### src/rtl/dfd_pkg.sv
// Package for the DLE frame deframer: framing byte codes, result kinds,
// payload limit and the widths derived from it. No dependencies.
package dfd_pkg;

   typedef logic [7:0] byte_type;
   typedef logic [2:0] kind_type;

   // Largest number of payload bytes accepted in one frame.
   localparam int MAX_PAYLOAD = 512;

   // The running count must be able to hold MAX_PAYLOAD itself.
   localparam int COUNT_W  = $clog2(MAX_PAYLOAD + 1);
   localparam int PCOUNT_W = 10;

   typedef logic [COUNT_W-1:0]  count_type;
   typedef logic [PCOUNT_W-1:0] pcount_type;

   localparam count_type COUNT_MAX = count_type'(MAX_PAYLOAD);

   // Framing bytes.
   localparam byte_type DLE = 8'h10;
   localparam byte_type STX = 8'h02;
   localparam byte_type ETX = 8'h03;
   localparam byte_type NUL = 8'h00;

   // Result kinds.
   localparam kind_type K_FUNC    = 3'd0;
   localparam kind_type K_PAYLOAD = 3'd1;
   localparam kind_type K_GOOD    = 3'd2;
   localparam kind_type K_CKERR   = 3'd3;
   localparam kind_type K_STUFF   = 3'd4;
   localparam kind_type K_OVER    = 3'd5;

endpackage

### src/rtl/dfd_channels.sv
// Valid/ready channel interfaces for the DLE frame deframer: the received
// byte stream and the result stream. Depends on dfd_pkg.
interface dfd_req_if
   import dfd_pkg::*;
   ();
   logic     valid;
   logic     ready;
   byte_type rx_byte;

   modport source (output valid, output rx_byte, input ready);
   modport sink   (input valid, input rx_byte, output ready);
endinterface

interface dfd_rsp_if
   import dfd_pkg::*;
   ();
   logic       valid;
   logic       ready;
   kind_type   out_kind;
   byte_type   out_byte;
   pcount_type payload_count;

   modport source (output valid, output out_kind, output out_byte, output payload_count,
                   input ready);
   modport sink   (input valid, input out_kind, input out_byte, input payload_count,
                   output ready);
endinterface

### src/rtl/dle_frame_deframer.sv
// DLE byte-stuffed frame deframer, top level.
// Depends on dfd_pkg and the channel interfaces in dfd_channels.sv.
//
// Usage: received bytes enter one per transaction on req_chan. The block
// hunts for the start sequence 0x10 0x02 0x00, reads the (possibly stuffed)
// function byte, then unstuffs payload bytes until 0x10 0x03, and checks the
// byte after that pair as the inverted 8-bit sum of function and payload.
// Each input byte produces zero or one result transaction on rsp_chan: the
// function code, a payload byte with its running count, or a final verdict
// (good end, checksum error, stuffing error or overflow).
// Latency: a result appears on rsp_chan in the cycle after its byte is
// accepted. Throughput: one byte per cycle when not stalled; the frame state
// update is a single short step, and the result register is the only stage.
// Stalls: a result waiting in the output register does not block input as
// long as the receiver takes it in the same cycle; req_chan.ready is low only
// while a result is held and rsp_chan.ready is low.
// Reset (synchronous, active high) returns the block to hunting for the
// start DLE with the sum and count cleared, and drops any pending result.
module dle_frame_deframer
   import dfd_pkg::*;
   (
   input  logic       clock,
   input  logic       reset,
   dfd_req_if.sink    req_chan,
   dfd_rsp_if.source  rsp_chan
   );

   // Frame phase codes.
   localparam logic [2:0] PH_HUNT_DLE = 3'd0;
   localparam logic [2:0] PH_HUNT_STX = 3'd1;
   localparam logic [2:0] PH_HUNT_NUL = 3'd2;
   localparam logic [2:0] PH_FUNC     = 3'd3;
   localparam logic [2:0] PH_FUNC_DLE = 3'd4;
   localparam logic [2:0] PH_PAYLOAD  = 3'd5;
   localparam logic [2:0] PH_PAY_DLE  = 3'd6;
   localparam logic [2:0] PH_CHECK    = 3'd7;

   logic [2:0] phase_ff, phase_in;
   byte_type   sum_ff, sum_in;
   count_type  count_ff, count_in;

   logic       res_valid_ff, res_valid_in;
   kind_type   kind_ff, kind_in;
   byte_type   byte_ff, byte_in;
   pcount_type pcount_ff, pcount_in;

   logic     accept;
   byte_type b;

   // The output register can take a new result when it is empty or being
   // drained in this cycle.
   assign req_chan.ready = !res_valid_ff || rsp_chan.ready;
   assign accept         = req_chan.valid && req_chan.ready;
   assign b              = req_chan.rx_byte;

   // Next-state and result logic for one received byte.
   always_comb begin
      phase_in     = phase_ff;
      sum_in       = sum_ff;
      count_in     = count_ff;
      res_valid_in = 1'b0;
      kind_in      = K_FUNC;
      byte_in      = '0;
      pcount_in    = '0;
      case (phase_ff)
         PH_HUNT_STX: begin
            if (b == STX) begin
               phase_in = PH_HUNT_NUL;
            end else if (b == DLE) begin
               phase_in = PH_HUNT_STX;
            end else begin
               phase_in = PH_HUNT_DLE;
            end
         end
         PH_HUNT_NUL: begin
            if (b == NUL) begin
               phase_in = PH_FUNC;
            end else if (b == DLE) begin
               phase_in = PH_HUNT_STX;
            end else begin
               phase_in = PH_HUNT_DLE;
            end
         end
         PH_FUNC, PH_FUNC_DLE: begin
            count_in = '0;
            if (phase_ff == PH_FUNC && b == DLE) begin
               // First half of a stuffed function byte.
               sum_in   = '0;
               phase_in = PH_FUNC_DLE;
            end else if (phase_ff == PH_FUNC_DLE && b != DLE) begin
               sum_in       = '0;
               res_valid_in = 1'b1;
               kind_in      = K_STUFF;
               phase_in     = PH_HUNT_DLE;
            end else begin
               sum_in       = b;
               res_valid_in = 1'b1;
               kind_in      = K_FUNC;
               byte_in      = b;
               phase_in     = PH_PAYLOAD;
            end
         end
         PH_PAYLOAD, PH_PAY_DLE: begin
            if (phase_ff == PH_PAYLOAD && b == DLE) begin
               phase_in = PH_PAY_DLE;
            end else if (phase_ff == PH_PAY_DLE && b == ETX) begin
               phase_in = PH_CHECK;
            end else if (phase_ff == PH_PAY_DLE && b != DLE) begin
               // A lone DLE inside the payload aborts the frame.
               res_valid_in = 1'b1;
               kind_in      = K_STUFF;
               pcount_in    = pcount_type'(count_ff);
               phase_in     = PH_HUNT_DLE;
            end else if (count_ff >= COUNT_MAX) begin
               res_valid_in = 1'b1;
               kind_in      = K_OVER;
               pcount_in    = pcount_type'(COUNT_MAX);
               phase_in     = PH_HUNT_DLE;
            end else begin
               count_in     = count_ff + count_type'(1);
               sum_in       = sum_ff + b;
               res_valid_in = 1'b1;
               kind_in      = K_PAYLOAD;
               byte_in      = b;
               pcount_in    = pcount_type'(count_ff + count_type'(1));
               phase_in     = PH_PAYLOAD;
            end
         end
         PH_CHECK: begin
            res_valid_in = 1'b1;
            kind_in      = (sum_ff == ~b) ? K_GOOD : K_CKERR;
            pcount_in    = pcount_type'(count_ff);
            phase_in     = PH_HUNT_DLE;
         end
         default: begin
            phase_in = (b == DLE) ? PH_HUNT_STX : PH_HUNT_DLE;
         end
      endcase
   end

   // Frame state advances only on an accepted byte.
   always_ff @(posedge clock) begin
      if (reset) begin
         phase_ff <= PH_HUNT_DLE;
         sum_ff   <= '0;
         count_ff <= '0;
      end else if (accept) begin
         phase_ff <= phase_in;
         sum_ff   <= sum_in;
         count_ff <= count_in;
      end
   end

   // Result register: loaded on every accepted byte, emptied when taken.
   always_ff @(posedge clock) begin
      if (reset) begin
         res_valid_ff <= 1'b0;
      end else if (accept) begin
         res_valid_ff <= res_valid_in;
      end else if (rsp_chan.ready) begin
         res_valid_ff <= 1'b0;
      end
   end

   always_ff @(posedge clock) begin
      if (accept) begin
         kind_ff   <= kind_in;
         byte_ff   <= byte_in;
         pcount_ff <= pcount_in;
      end
   end

   assign rsp_chan.valid         = res_valid_ff;
   assign rsp_chan.out_kind      = kind_ff;
   assign rsp_chan.out_byte      = byte_ff;
   assign rsp_chan.payload_count = pcount_ff;

`ifndef SYNTHESIS
   // The running count never passes the payload limit.
   assert property (@(posedge clock) disable iff (reset) count_ff <= COUNT_MAX)
      else $error("payload count passed the limit");

   // A pending verdict means the frame has ended and hunting has resumed.
   assert property (@(posedge clock) disable iff (reset)
      res_valid_ff && kind_ff != K_FUNC && kind_ff != K_PAYLOAD
         |-> phase_ff == PH_HUNT_DLE && byte_ff == '0)
      else $error("verdict pending while a frame is still open");

   // A pending payload byte carries the count held in the frame state.
   assert property (@(posedge clock) disable iff (reset)
      res_valid_ff && kind_ff == K_PAYLOAD
         |-> pcount_ff == pcount_type'(count_ff) && phase_ff == PH_PAYLOAD)
      else $error("payload result does not match frame state");

   // A pending function code leaves the frame at the payload with a zero count.
   assert property (@(posedge clock) disable iff (reset)
      res_valid_ff && kind_ff == K_FUNC
         |-> count_ff == '0 && sum_ff == byte_ff && phase_ff == PH_PAYLOAD)
      else $error("function code result does not match frame state");
`endif

endmodule
### src/flat_wrapper.sv
// flat-port wrapper written by rule: the top's interface ports become plain ports
module dle_frame_deframer_flat import dfd_pkg::*;
  (clock, reset, req_chan_valid, req_chan_rx_byte, req_chan_ready, rsp_chan_valid, rsp_chan_out_kind, rsp_chan_out_byte, rsp_chan_payload_count, rsp_chan_ready);
  dfd_req_if req_chan_i ();
  dfd_rsp_if rsp_chan_i ();
  input  logic clock;
  input  logic reset;
  input wire logic [$bits(req_chan_i.valid)-1:0] req_chan_valid;
  input wire logic [$bits(req_chan_i.rx_byte)-1:0] req_chan_rx_byte;
  output wire logic [$bits(req_chan_i.ready)-1:0] req_chan_ready;
  output wire logic [$bits(rsp_chan_i.valid)-1:0] rsp_chan_valid;
  output wire logic [$bits(rsp_chan_i.out_kind)-1:0] rsp_chan_out_kind;
  output wire logic [$bits(rsp_chan_i.out_byte)-1:0] rsp_chan_out_byte;
  output wire logic [$bits(rsp_chan_i.payload_count)-1:0] rsp_chan_payload_count;
  input wire logic [$bits(rsp_chan_i.ready)-1:0] rsp_chan_ready;
  assign req_chan_i.valid = req_chan_valid;
  assign req_chan_i.rx_byte = req_chan_rx_byte;
  assign req_chan_ready = req_chan_i.ready;
  assign rsp_chan_valid = rsp_chan_i.valid;
  assign rsp_chan_out_kind = rsp_chan_i.out_kind;
  assign rsp_chan_out_byte = rsp_chan_i.out_byte;
  assign rsp_chan_payload_count = rsp_chan_i.payload_count;
  assign rsp_chan_i.ready = rsp_chan_ready;
  dle_frame_deframer u_core (.clock(clock), .reset(reset), .req_chan(req_chan_i), .rsp_chan(rsp_chan_i));
endmodule
### config.mk
export PLATFORM = sky130hd
export DESIGN_NAME = dle_frame_deframer_flat
export DESIGN_NICKNAME = d
export VERILOG_FILES = /design/src/rtl/dfd_pkg.sv /design/src/rtl/dfd_channels.sv /design/src/rtl/dle_frame_deframer.sv /design/src/flat_wrapper.sv
export SDC_FILE = /design/constraint.sdc
export NUM_CORES = 1
export LEC_CHECK = 0
export ABC_AREA = 1
export BUFFER_PORTS_ARGS = -buffer_cell sky130_fd_sc_hd__buf_2
export CAP_MARGIN = 10
export CORE_ASPECT_RATIO = 0.75
export CORE_MARGIN = 5
export CORE_UTILIZATION = 40
export CTS_BUF_LIST = sky130_fd_sc_hd__clkbuf_16
export DETAILED_ROUTE_END_ITERATION = 10
export GPL_TIMING_DRIVEN = 0
export HOLD_SLACK_MARGIN = 0.05
export MAX_ROUTING_LAYER = met4
export PLACE_DENSITY = 0.7
export SLEW_MARGIN = 15
export SYNTH_ARGS = -nofsm -noshare
export SYNTH_HDL_FRONTEND = slang
export SYNTH_SLANG_ARGS = --single-unit
export TNS_END_PERCENT = 5
### constraint.sdc
create_clock -name clock -period 2 [get_ports clock]
set_input_delay 0.2 -clock clock [delete_from_list [all_inputs] [get_ports clock]]
set_output_delay 0.2 -clock clock [all_outputs]
set_load 0.05 [all_outputs]
==> out/qor.csv <==
metric,value,unit
status,"complete, no violations",
Highest Clock Rate,529,MHz
area fraction of the dominant cell type after synthesis,24.0,%
most frequent cells in the layout,"nand2_1 (88), nor2_1 (45), inv_1 (34), buf_2 (34), a21oi_1 (28)",
Congestion Overflow GR,0,
HPWL reported at the end of detailed placement,5.01,mm
transition at the pin with the smallest max-transition slack,0.628,ns
Hold Slack,0.153,ns
final hold violations,0,
Die W,103,um
unrepaired setup endpoints after global routing,yes,
"Non-Filler Cell Area, Final",3090,um2
Filler Cells Inserted,626,
Storage cell area,1070,um2
cell row count,25,
fraction of the yosys area taken by sequential cells,40.8,%
final cycle utilization of the critical path,94.4,%
pin count of the biggest net entering global routing,14,
total area of multi-input combinational cells,1390,um2
number of max-slew violations in the final report,0,
clock-pin slew reported for the worst setup and hold paths after clock tree synthesis,0.06,ns
Tmin final,1.89,ns
crit path max-delay cell type,dfxtp_1,
worst-case headroom to the max-slew limit,57.9,%
post-synthesis cell type count,33,
Hold Crit Class,in -> reg,
number of nets produced by synthesis,371,
Worst setup EP type,flip-flop,
antenna violations before repair,0,
Total Routing Usage GR,17.2,%
aggregate negative setup slack,0,ns
Inserted Clock Buffers,5,
number of design-rule violations left by the first detailed-router iteration,186,
CP most frequent cell,inv_2,
ratio of routed vias to standard cells,5.11,
count of flip-flops with a built-in enable after synthesis,21,
sinks on the clock net,43,
starting utilization of the core area,41.3,%
floorplan die area,8290,um2
gpl congestion,0.952,
post-detailed-routing wire length,6.57,mm
post-DR wirelength/cell,13.7,um
Total Nets Final,419,
master cell of the clock root buffer,clkbuf_16,
Most used DFF post-synth,dfxtp_1,
hold-fix buffers at CTS,0,
critical-path cell list,nor2_1 > nor2_2 > nand2_2 > inv_2 > nand3_4 > o21ai_4 > inv_2 > o21ai_1,
number of levels the H-tree was split into,2,
biggest area consumer among synthesized cells,edfxtp_1,
area added between synthesis and finish,17.9,%
largest clock skew in the final design,0.00394,ns
power per cell area,609,nW/um2
core area,6350,um2
Ys Warns,0,
Placement Cell Area,2900,um2
placed instance count,464,
share of final-layout standard cells stronger than drive strength 1,18.8,%
share of synthesized registers carrying an async set or reset,0,%
final count of negative-setup-slack endpoints,0,
maximum number of buffers from clock root to sink,2,
most frequent standard cell in the layout excluding fill and tap cells,nand2_1,
post-route setup slack,0.111,ns
"Arr. time, crit path",2.00,ns
post-route DRC violation count,0,
first-pass GRT wire length,10.6,mm
utilization after layout,48.7,%
netlist area before placement,2620,um2
average instance area after synthesis,7.51,um2
CTS tree,yes,
Worst Path Max Fanout,8,
Top-Level Pins,35,
leakage power summed over all cells,1.28,nW
data required time at the worst endpoint,2.12,ns
count of TritonRoute iterations in the first routing pass,5,
via count,2448,
number of input and output port buffers inserted,34,
Mapped Cells,349,
Max Cap Violations,0,
biggest area contributors in the synthesized netlist,"edfxtp_1 (24%), dfxtp_1 (17%), nand2_1 (13%)",
flip-flop and latch count after synthesis,43,
worst setup timing slack at the placement stage,-0.234,ns
launching element type of the critical path,flip-flop,
"number of standard cells in the layout, taps in and fillers out",479,
total power of the final layout,1.88,mW
Die Ht,80.1,um
clock insertion delay at the later pin of the skew report,0.28,ns
worst vdd ir,0.322,mV
ANT cells,0,
maximum cell stage delay along the critical path,0.45,ns
via count of the first global-routing pass,2152,
type of the worst setup path,reg -> reg,
Routed Antenna Nets,0,
[layout make-up]
type	instances	area share [%]
buffer	4	0.971
clock buffer	5	4.05
tap	81	3.28
sequential	43	34.7
inverter	39	4.73
timing repair buffer	40	6.96
multi-input combinational	264	44.8
clock inverter	3	0.485
[final timing paths]
path | start | slack [ns] | depth (start not counted) | end
max | u_core.phase_ff[1] | 0.11 | 8 | u_core.rsp_chan.payload_count[8]
min reg2reg | u_core.sum_ff[0] | 0.48 | 2 | u_core.sum_ff[0]
min | reset | 0.15 | 2 | u_core.count_ff[6]
max reg2reg | u_core.phase_ff[1] | 0.11 | 8 | u_core.rsp_chan.payload_count[8]
[metal layers]
| layer | routed length [um] | track usage [%] | up-vias |
|---|---|---|---|
| li1 | - | - | 1250 |
| met1 | 3190 | 26.0 | 1103 |
| met2 | 2740 | 23.2 | 90 |
| met3 | 582 | 3.65 | 5 |
| met4 | 55 | 3.88 | 0 |
| met5 | 0 | - | - |
[cells in the mapped netlist (6+ instances only)]
| cell type | n |
|---|---|
| o21ai_0 | 18 |
| inv_1 | 34 |
| nand2_1 | 88 |
| a21oi_1 | 28 |
| nand3_1 | 21 |
| dfxtp_1 | 22 |
| edfxtp_1 | 21 |
| o21ai_1 | 6 |
| ha_1 | 9 |
| nor3_1 | 13 |
| nor2_1 | 45 |
[state kept, by name, summed over array words and instances (netlist names)]
register,count
u_core.count_ff,10
u_core.phase_ff,3
u_core.sum_ff,8
u_core.rsp_chan.valid,1
u_core.rsp_chan.payload_count,10
u_core.rsp_chan.out_byte,8
u_core.rsp_chan.out_kind,3
[repair_timing]
action	CTS	global route
resized for setup	0	1
setup buffers	0	6
pin swaps	1	1
setup endpoints to repair	15	20
cloned	1	0
[logic make-up (layout without fill, tap and decap cells)]
group / after synthesis / count (layout) / synth area share (%)
AO/OA/AOI/OAI: 62 / 63 / 13.5
XOR/XNOR: 7 / 7 / 2.34
adder cells (fa/ha/maj): 10 / 10 / 5.06
buffers and inverters: 43 / 91 / 6.73
flip-flops: 43 / 43 / 40.8
AND/OR/NAND/NOR: 184 / 184 / 31.6
[where the power goes]
part / internal [mW] / switching (mW) / total (mW)
clock: 0.453 / 0.321 / 0.774
combinational: 0.0446 / 0.126 / 0.171
sequential: 0.935 / 0.00297 / 0.938
[worst max-delay path, delay by kind of cell (launching register included)]
kind                   cells  cell delay [ns]
buffers and inverters      2             0.30
AO/OA/AOI/OAI              2             0.45
AND/OR/NAND/NOR            4             0.53
flip-flops                 1             0.45
Power figures use the tool's default switching activity.
